File: config.mk
export PLATFORM = sky130hd
export DESIGN_NAME = des_round
export DESIGN_NICKNAME = d
export VERILOG_FILES = /design/src/rtl/des_pkg.sv /design/src/rtl/des_round.sv
export SDC_FILE = /design/constraint.sdc
export NUM_CORES = 1
export LEC_CHECK = 0
export BUFFER_PORTS_ARGS = -buffer_cell sky130_fd_sc_hd__buf_2
export CORE_MARGIN = 1.5
export CORE_UTILIZATION = 55
export CTS_BUF_LIST = sky130_fd_sc_hd__clkbuf_2 sky130_fd_sc_hd__clkbuf_4 sky130_fd_sc_hd__clkbuf_8
export DETAILED_ROUTE_END_ITERATION = 10
export GPL_TIMING_DRIVEN = 0
export HOLD_SLACK_MARGIN = 0.06
export PLACE_DENSITY = 0.85
export SKIP_LAST_GASP = 1
export SLEW_MARGIN = 20
export SYNTH_ARGS = -nofsm -noshare
export SYNTH_HDL_FRONTEND = slang
export SYNTH_SLANG_ARGS = --single-unit
export TNS_END_PERCENT = 20
File: constraint.sdc
create_clock -name clk -period 6.4 [get_ports clk]
set_clock_uncertainty 0.15 [all_clocks]
set_input_delay 0.32 -clock clk [delete_from_list [all_inputs] [get_ports clk]]
set_output_delay 0.32 -clock clk [all_outputs]
set_load 0.02 [all_outputs]
File: src/rtl/des_pkg.sv
`timescale 1ns / 1ps
// ----------------------------------------------------------------------------
// des_pkg: shared types, tables and helpers for the des block cipher
// permutation tables (lsb-first bit numbering), s-boxes and round function
// ----------------------------------------------------------------------------
package des_pkg;

  localparam int NumRounds = 16;
  localparam int HalfKeyW  = 28;
  localparam int RoundKeyW = 48;
  localparam int Pc1W      = 56;

  localparam logic [1:0] CFG_IDX_KEY  = 2'd0;
  localparam logic [1:0] CFG_IDX_MODE = 2'd1;

  typedef logic [63:0] block_t;
  typedef logic [RoundKeyW-1:0] rkey_t;
  typedef logic [31:0] half_t;

  typedef logic [6:0] tab64_t [64];
  typedef logic [6:0] tab48_t [48];
  typedef logic [6:0] tab32_t [32];
  typedef logic [6:0] tab56_t [56];
  typedef logic [3:0] sbox_t [8][64];

  localparam tab64_t T_IP = '{
    58,50,42,34,26,18,10,2,60,52,44,36,28,20,12,4,62,54,46,38,30,22,14,6,
    64,56,48,40,32,24,16,8,57,49,41,33,25,17,9,1,59,51,43,35,27,19,11,3,
    61,53,45,37,29,21,13,5,63,55,47,39,31,23,15,7};
  localparam tab64_t T_IPINV = '{
    40,8,48,16,56,24,64,32,39,7,47,15,55,23,63,31,38,6,46,14,54,22,62,30,
    37,5,45,13,53,21,61,29,36,4,44,12,52,20,60,28,35,3,43,11,51,19,59,27,
    34,2,42,10,50,18,58,26,33,1,41,9,49,17,57,25};
  localparam tab48_t T_EXP = '{
    32,1,2,3,4,5,4,5,6,7,8,9,8,9,10,11,12,13,12,13,14,15,16,17,
    16,17,18,19,20,21,20,21,22,23,24,25,24,25,26,27,28,29,28,29,30,31,32,1};
  localparam tab32_t T_PERM = '{
    16,7,20,21,29,12,28,17,1,15,23,26,5,18,31,10,
    2,8,24,14,32,27,3,9,19,13,30,6,22,11,4,25};
  localparam tab56_t T_PC1 = '{
    57,49,41,33,25,17,9,1,58,50,42,34,26,18,10,2,59,51,43,35,27,19,11,3,
    60,52,44,36,63,55,47,39,31,23,15,7,62,54,46,38,30,22,14,6,
    61,53,45,37,29,21,13,5,28,20,12,4};
  localparam tab48_t T_PC2 = '{
    14,17,11,24,1,5,3,28,15,6,21,10,23,19,12,4,26,8,16,7,27,20,13,2,
    41,52,31,37,47,55,30,40,51,45,33,48,44,49,39,56,34,53,46,42,50,36,29,32};
  localparam logic [1:0] T_ROT [16] = '{1,1,2,2,2,2,2,2,1,2,2,2,2,2,2,1};

  // s-box entries flattened as row*16 + col
  localparam sbox_t T_SBOX = '{
    '{14,4,13,1,2,15,11,8,3,10,6,12,5,9,0,7,0,15,7,4,14,2,13,1,10,6,12,11,9,5,3,8,
      4,1,14,8,13,6,2,11,15,12,9,7,3,10,5,0,15,12,8,2,4,9,1,7,5,11,3,14,10,0,6,13},
    '{15,1,8,14,6,11,3,4,9,7,2,13,12,0,5,10,3,13,4,7,15,2,8,14,12,0,1,10,6,9,11,5,
      0,14,7,11,10,4,13,1,5,8,12,6,9,3,2,15,13,8,10,1,3,15,4,2,11,6,7,12,0,5,14,9},
    '{10,0,9,14,6,3,15,5,1,13,12,7,11,4,2,8,13,7,0,9,3,4,6,10,2,8,5,14,12,11,15,1,
      13,6,4,9,8,15,3,0,11,1,2,12,5,10,14,7,1,10,13,0,6,9,8,7,4,15,14,3,11,5,2,12},
    '{7,13,14,3,0,6,9,10,1,2,8,5,11,12,4,15,13,8,11,5,6,15,0,3,4,7,2,12,1,10,14,9,
      10,6,9,0,12,11,7,13,15,1,3,14,5,2,8,4,3,15,0,6,10,1,13,8,9,4,5,11,12,7,2,14},
    '{2,12,4,1,7,10,11,6,8,5,3,15,13,0,14,9,14,11,2,12,4,7,13,1,5,0,15,10,3,9,8,6,
      4,2,1,11,10,13,7,8,15,9,12,5,6,3,0,14,11,8,12,7,1,14,2,13,6,15,0,9,10,4,5,3},
    '{12,1,10,15,9,2,6,8,0,13,3,4,14,7,5,11,10,15,4,2,7,12,9,5,6,1,13,14,0,11,3,8,
      9,14,15,5,2,8,12,3,7,0,4,10,1,13,11,6,4,3,2,12,9,5,15,10,11,14,1,7,6,0,8,13},
    '{4,11,2,14,15,0,8,13,3,12,9,7,5,10,6,1,13,0,11,7,4,9,1,10,14,3,5,12,2,15,8,6,
      1,4,11,13,12,3,7,14,10,15,6,8,0,5,9,2,6,11,13,8,1,4,10,7,9,5,0,15,14,2,3,12},
    '{13,2,8,4,6,15,11,1,10,9,3,14,5,0,12,7,1,15,13,8,10,3,7,4,12,5,6,11,0,14,9,2,
      7,11,4,1,9,12,14,2,0,6,10,13,15,3,5,8,2,1,14,7,4,10,8,13,15,12,9,0,3,5,6,11}};

  function automatic block_t perm_ip(block_t v);
    block_t r;
    for (int i = 0; i < 64; i++) r[i] = v[6'(T_IP[i] - 7'd1)];
    return r;
  endfunction

  function automatic block_t perm_ipinv(block_t v);
    block_t r;
    for (int i = 0; i < 64; i++) r[i] = v[6'(T_IPINV[i] - 7'd1)];
    return r;
  endfunction

  function automatic logic [Pc1W-1:0] perm_pc1(block_t v);
    logic [Pc1W-1:0] r;
    for (int i = 0; i < Pc1W; i++) r[i] = v[6'(T_PC1[i] - 7'd1)];
    return r;
  endfunction

  function automatic rkey_t perm_pc2(logic [Pc1W-1:0] v);
    rkey_t r;
    for (int i = 0; i < RoundKeyW; i++) r[i] = v[6'(T_PC2[i] - 7'd1)];
    return r;
  endfunction

  // right rotate of a 28-bit half
  function automatic logic [HalfKeyW-1:0] rot28(logic [HalfKeyW-1:0] h, logic [1:0] n);
    logic [HalfKeyW-1:0] r;
    r = (n == 2'd1) ? {h[0], h[HalfKeyW-1:1]} : {h[1:0], h[HalfKeyW-1:2]};
    return r;
  endfunction

  function automatic half_t feistel(half_t h, rkey_t k);
    rkey_t x;
    half_t s;
    half_t r;
    logic [5:0] g;
    logic [5:0] a;
    for (int i = 0; i < RoundKeyW; i++) x[i] = h[5'(T_EXP[i] - 7'd1)];
    x = x ^ k;
    for (int i = 0; i < 8; i++) begin
      g = x[6*i +: 6];
      a = {g[0], g[5], g[1], g[2], g[3], g[4]};
      s[4*i +: 4] = T_SBOX[i][a];
    end
    for (int i = 0; i < 32; i++) r[i] = s[5'(T_PERM[i] - 7'd1)];
    return r;
  endfunction

endpackage

File: src/rtl/des_round.sv
`timescale 1ns / 1ps
// ----------------------------------------------------------------------------
// des_round: one registered feistel round stage
// encrypt and decrypt directions, stall-aware valid/data register
// ----------------------------------------------------------------------------
module des_round (
  input  logic              clk,
  input  logic              rst_n,
  input  logic              advance,
  input  logic              vld_in,
  input  logic              dec_in,
  input  des_pkg::half_t    l_in,
  input  des_pkg::half_t    r_in,
  input  des_pkg::rkey_t    rkey,
  output logic              vld_out,
  output logic              dec_out,
  output des_pkg::half_t    l_out,
  output des_pkg::half_t    r_out
);

  logic           vld_r;
  logic           dec_r;
  des_pkg::half_t l_r, r_r, l_nxt, r_nxt;

  always_comb begin
    if (dec_in) begin
      l_nxt = des_pkg::feistel(l_in, rkey) ^ r_in;
      r_nxt = l_in;
    end else begin
      l_nxt = r_in;
      r_nxt = des_pkg::feistel(r_in, rkey) ^ l_in;
    end
  end

  always_ff @(posedge clk) begin
    if (!rst_n) begin
      vld_r <= 1'b0;
    end else if (advance) begin
      vld_r <= vld_in;
    end
  end

  always_ff @(posedge clk) begin
    if (advance) begin
      dec_r <= dec_in;
      l_r   <= l_nxt;
      r_r   <= r_nxt;
    end
  end

  assign vld_out = vld_r;
  assign dec_out = dec_r;
  assign l_out   = l_r;
  assign r_out   = r_r;

endmodule

==> metrics, run 1 <==
Clock Latency Late Sink=between 0.3 and 0.4 ns; placed instance count=2148; CP Class=primary input to flip-flop; Worst setup EP type=flip-flop; worst hold start=l_in[14]; sequential fraction of the synthesis area=14.8%; setup TNS=0 ns; Sink Count=66; CTS max path bufs=2; number of port buffers=164; max-cap viol count=0; final cell count without fillers=2172; final instance area=0.0148 mm2; H-tree Lvls=3; share of layout cells above drive strength 1=between 10% and 20%; row cnt=56; die width=roughly 160 um; commonest cells in the netlist=nand2_1 (145), xnor2_1 (128), ha_1 (124), nor2_1 (118), xor2_1 (118); Die Y=~160 um; Routed Antenna Nets=0; Hold Crit Class=primary input to flip-flop; global placement routability congestion=slightly above 1; grt total ovfl=0; global-route wire length before repair=around 70000 um; core footprint=between 0.02 and 0.025 mm2; CTS tree=built; post-synth top area cell=edfxtp_1; initial antenna violation count=6; number of flops mapped to enable cells by yosys=65; Initial Util=a little under three fifths; largest net degree at the start of global routing=35; via-per-instance ratio=roughly 6.7; cell with the most instances after synthesis=nand2_1; Worst Path Required=6.37 ns; Worst slew margin=between 20% and 30%; count of final hold-check violations=0; Yosys cell types=between 70 and 80; Clock Tree Root=clkbuf_8; delay-heaviest family, CP=compound AO/OA/AOI/OAI gates; DR WL met2=between 15000 and 20000 um; first drt pass iteration count=6; VDD IR max=a little under 0.1 mV; Post-synth top flop=edfxtp_1; NumNets Final=2083; Power Total=2.74 mW; Tcrit/Tclk final=56.0%; Detailed Route WL=44300 um; Iter 0 DRT Violations=1574; # fillers=between 2000 and 2500; die area=0.0252 mm2; pwr dens=185 mW/mm2; Critical Path Max Stage Delay=0.84 ns; synth warn=0; post-synthesis area per instance=8.02 um2; crit path from=l_in[15]; slowest stage cell, crit path=o311ai_0; FMAX=279 MHz; synth top area cells=edfxtp_1 (15%), ha_1 (12%), xnor2_1 (8.4%), xor2_1 (7.7%), mux4_2 (5.1%); syn_nets=1905; cts bufs inserted=9; clock transition at the registers of the reported paths=0.09 ns; status=complete, no violations; dpl hpwl=between 30000 and 40000 um; cell area after synthesis=0.0133 mm2; highest routing layer actually used=met4; post-CTS setup buffers=0; boundary pin count=~180; Worst Tran Pin Value=1.11 ns; DR WL met3=5220 um; GRT Util Overall=33.9%; fin crit period=between 3 and 4 ns; cell count after synthesis=1664; reg2reg start=vld_out$_SDFFE_PN0P_; top cell type's share of synthesized area=between 10% and 20%; Buf/Inv on CP=2; via count=about 15000; hold slack=0.104 ns; WL per Instance=20.4 um; Pleak=5.82 nW; flip-flop and latch count after synthesis=66; fraction of registers with async set/reset=0%; post-synthesis to final-layout area growth=10.8%; # setup viols final=0; Critical Path Source Type=primary input; Final Slew Violations=0; post-placement cell area=approximately 0.015 mm2; RSZ-0062 raised after global routing=false; detailed-route DRC error count=0; met1 WL=17400 um; Critical Path, Cell by Cell=buf_2 -> xor2_1 -> inv_1 -> ha_1 -> or3_1 -> a21oi_1 -> nor3_1 -> o311ai_0 -> xnor2_1; CP max FO=11; CP arrival=~3.6 ns; vias in the first global route=around 13000
==> worst paths after layout <==
| path | to | depth (start not counted) | slack (ns) |
|---|---|---|---|
| hold reg to reg | vld_out$_SDFFE_PN0P_ | 3 | 0.93 |
| setup reg to reg | vld_out$_SDFFE_PN0P_ | 3 | 5.10 |
| setup / recovery | l_out[0]$_DFFE_PP_ | 9 | 2.82 |
| hold / removal | r_out[14]$_DFFE_PP_ | 2 | 0.10 |
==> cells in the final DEF (no fill, tap or decap), types with 7 or more instances in the layout <==
| cell | count |
|---|---|
| a2111oi_0 | 17 |
| and3_1 | 7 |
| a211oi_1 | 42 |
| xnor2_1 | 128 |
| clkbuf_1 | 78 |
| a31oi_1 | 20 |
| edfxtp_1 | 65 |
| mux2i_1 | 52 |
| and2_1 | 7 |
| nor4_1 | 9 |
| o31ai_1 | 16 |
| a221oi_1 | 9 |
| o221ai_1 | 13 |
| o21ai_0 | 91 |
| nor3_1 | 61 |
| buf_2 | 190 |
| o22ai_1 | 11 |
| a21oi_1 | 88 |
| o311ai_0 | 18 |
| mux4_2 | 30 |
| a32oi_1 | 10 |
| o2111ai_1 | 22 |
| o211ai_1 | 58 |
| nand3_1 | 75 |
| clkbuf_8 | 9 |
| ha_1 | 124 |
| xor2_1 | 118 |
| nand2_1 | 145 |
| nor2_1 | 118 |
| a311oi_1 | 12 |
| inv_1 | 66 |
| nand4_1 | 7 |
==> stage by stage <==
step	utilization (%)	worst slack, ns
2_1_floorplan	-	3.51
3_3_place_gp	61.7	2.62
3_5_place_dp	61.8	2.58
4_1_cts	62.6	3.00
5_1_grt	62.6	2.64
6_report	62.7	2.82
==> state kept, by name (all words and copies together), names as in the netlist <==
signal	count
r_out	32
dec_out	1
vld_out	1
l_out	32
==> cell families after synthesis <==
| kind of cell | Yosys count | share of synthesized area (%) |
|---|---|---|
| DFF | 66 | 14.8 |
| muxes | 88 | 9.69 |
| adders and majority gates | 125 | 11.7 |
| xor gates and xnor gates | 255 | 17.4 |
| AOI/OAI and AO/OA | 490 | 25.6 |
| buffers and inverters | 184 | 5.55 |
| and+or+nand+nor | 456 | 15.3 |
==> final cells by class <==
cell class | count | area, um2 | area share (%)
Antenna cell | 6 | 15.0 | 0.101
Buffer | 110 | 463 | 3.13
Clock buffer | 9 | 124 | 0.837
Clock inverter | 7 | 46.3 | 0.313
Inverter | 74 | 278 | 1.88
Multi-Input combinational cell | 1414 | 10600 | 71.9
Sequential cell | 66 | 1970 | 13.3
Tap cell | 319 | 399 | 2.70
Timing Repair Buffer | 167 | 863 | 5.84
==> metal layers <==
layer,GRT usage [%],vias up
met5,0,-
met4,18.5,0
met3,7.24,172
met2,51.3,1007
met1,45.0,6780
li1,-,6595
==> where the power goes <==
group          switching (mW)  internal, mW  total [mW]
registers              0.0197         0.573       0.593
logic                    1.15         0.666        1.81
clock network           0.200         0.139       0.339
total                    1.37          1.38        2.74
==> worst reg2reg max path, stage by stage, from the launching register on <==
cell           delay, ns
dfxtp_1             0.32
mux2i_1             0.12
nor2b_1             0.06
dlygate4sd3_1       0.55
==> repair_timing <==
action | 4_1_cts | 5_1_grt
endpoints found under the hold margin | 1 | 0
hold buffers | 2 | 0
resized for setup | 0 | 0
Power figures use the tool's default switching activity.
==> run 2: changes to the inputs <==
Clock period 6.4 ns to 3.7 ns, I/O delays scaled along.
==> metrics, run 2 (synthesis results as in run 1) <==
Flop pwr share=a little over a fifth; Initial Util=56.5%; GRT Util Overall=34.5%; row cnt=56; detailed-route DRC error count=0; largest net degree at the start of global routing=35; grt total ovfl=0; max-cap viol count=0; Worst Tran Pin Value=1.09 ns; via-per-instance ratio=6.63; die area=0.0252 mm2; status=complete, but fails checks; first drt pass iteration count=8; vias in the first global route=13548; share of layout cells above drive strength 1=14.5%; Comb pwr share=66.2%; Pleak=5.97 nW; count of final hold-check violations=0; Critical Path Source Type=primary input; pwr dens=315 mW/mm2; # fillers=2035; initial antenna violation count=6; failing checks=negative setup slack; Worst slew margin=between 20% and 30%; cts bufs inserted=9; VDD IR max=0.186 mV; number of port buffers=roughly 160; CP arrival=3.85 ns; RSZ-0062 raised after global routing=true; Switch Pwr=between 2 and 2.5 mW; Power Total=4.78 mW; die width=approximately 160 um; dpl hpwl=33100 um; Tcrit/Tclk final=105%; reg2reg start=vld_out$_SDFFE_PN0P_; CP max FO=10; CTS max path bufs=2; boundary pin count=183; r2r setup slk=2.40 ns; worst hold start=r_in[4]; Final Slew Violations=0; dpl ws=0.0148 ns; Sink Count=66; CTS tree=built; H-tree Lvls=3; WL per Instance=20.3 um; Iter 0 DRT Violations=1552; NumNets Final=2119; Worst setup EP type=flip-flop; Clock Tree Root=clkbuf_8; clock transition at the registers of the reported paths=0.09 ns; Routed Antenna Nets=0; post-layout util=64.2%; CP Class=primary input to flip-flop; switching share of power=49.6%; commonest non-fill, non-tap cell in the layout=buf_2; global-route wire length before repair=71200 um; fin crit period=3.88 ns; Final Worst Setup Slack=-0.176 ns; crit path from=dec_in; P_int=2.41 mW; Die Y=159 um; post-CTS setup buffers=0; global placement routability congestion=1.01; most frequent cells in the layout=buf_2 (190), nand2_1 (145), xnor2_1 (128); # setup viols final=2; Detailed Route WL=44900 um; core footprint=about 0.024 mm2; post-synthesis to final-layout area growth=13.6%; via count=between 10000 and 15000; Clock Power Share=approximately 12%; FMAX=between 200 and 300 MHz; Hold Crit Class=primary input to flip-flop; Worst Path Required=between 3 and 4 ns; Clock Latency Late Sink=0.39 ns
run 2: cell count changes in the layout (fill, tap and decap cells not counted):
| cell | delta |
|---|---|
| dlygate4sd3_1 | +36 |
| xor2_2 | +1 |
| xor2_1 | -1 |
run 2: layout make-up:
cell class              count  area (um2)  area share, %
repair buffers            203        1220           8.07
well taps                 319         399           2.63
inverters                  74         278           1.83
plain buffers             110         463           3.05
flip-flops and latches     66        1970           13.0
diodes                      6        15.0         0.0990
clock inverters             7        46.3          0.305
clock buffers               9         124          0.817
multi-input cells        1414       10600           70.2
run 2: what timing repair did:
item	CTS	global route
hold endpoints to repair	37	0
resized for setup	0	1
setup endpoints to repair	0	10
hold buffers	38	0
run 2: path summary, 6_finish.rpt:
check / end / depth (start not counted)
worst max-delay path: l_out[0]$_DFFE_PP_ / 7
worst max register to register: vld_out$_SDFFE_PN0P_ / 3
worst min register to register: vld_out$_SDFFE_PN0P_ / 3
worst min-delay path: l_out[4]$_DFFE_PP_ / 2
run 2: power groups by stage:
stage / Clock (mW) / Combinational [mW] / Sequential [mW]
4_1_cts: 0.596 / 3.08 / 1.03
5_1_grt: 0.617 / 3.42 / 1.04
6_report: 0.586 / 3.17 / 1.03
2_1_floorplan: 0 / 2.05 / 1.21
3_3_place_gp: 0 / 2.97 / 1.04
3_5_place_dp: 0 / 3.03 / 1.04
run 2: per-layer routing:
metal	wire, um	global-route usage [%]	vias up
met5	0	0	-
met3	5240	7.37	188
met4	2510	18.1	0
met2	19500	52.7	989
li1	-	-	6662
met1	17600	45.6	6809
run 2: through the flow:
stage	std cells	instance area (um2)	hold WS [ns]	setup TNS, ns
2_1_floorplan	1664	13300	0.134	0
5_1_grt	2207	15200	0.0732	-0.558
3_3_place_gp	2147	14600	0.257	0
6_report	2208	15200	0.0664	-0.222
3_5_place_dp	2148	14600	0.263	0
4_1_cts	2202	15100	0.0611	0
run 2: critical path: stages:
cell and delay, ns:
dlygate4sd3_1 0.52, buf_2 0.23, clkbuf_1 0.62, clkbuf_1 0.73, clkbuf_1 0.75, o311ai_0 0.56, xnor2_1 0.25
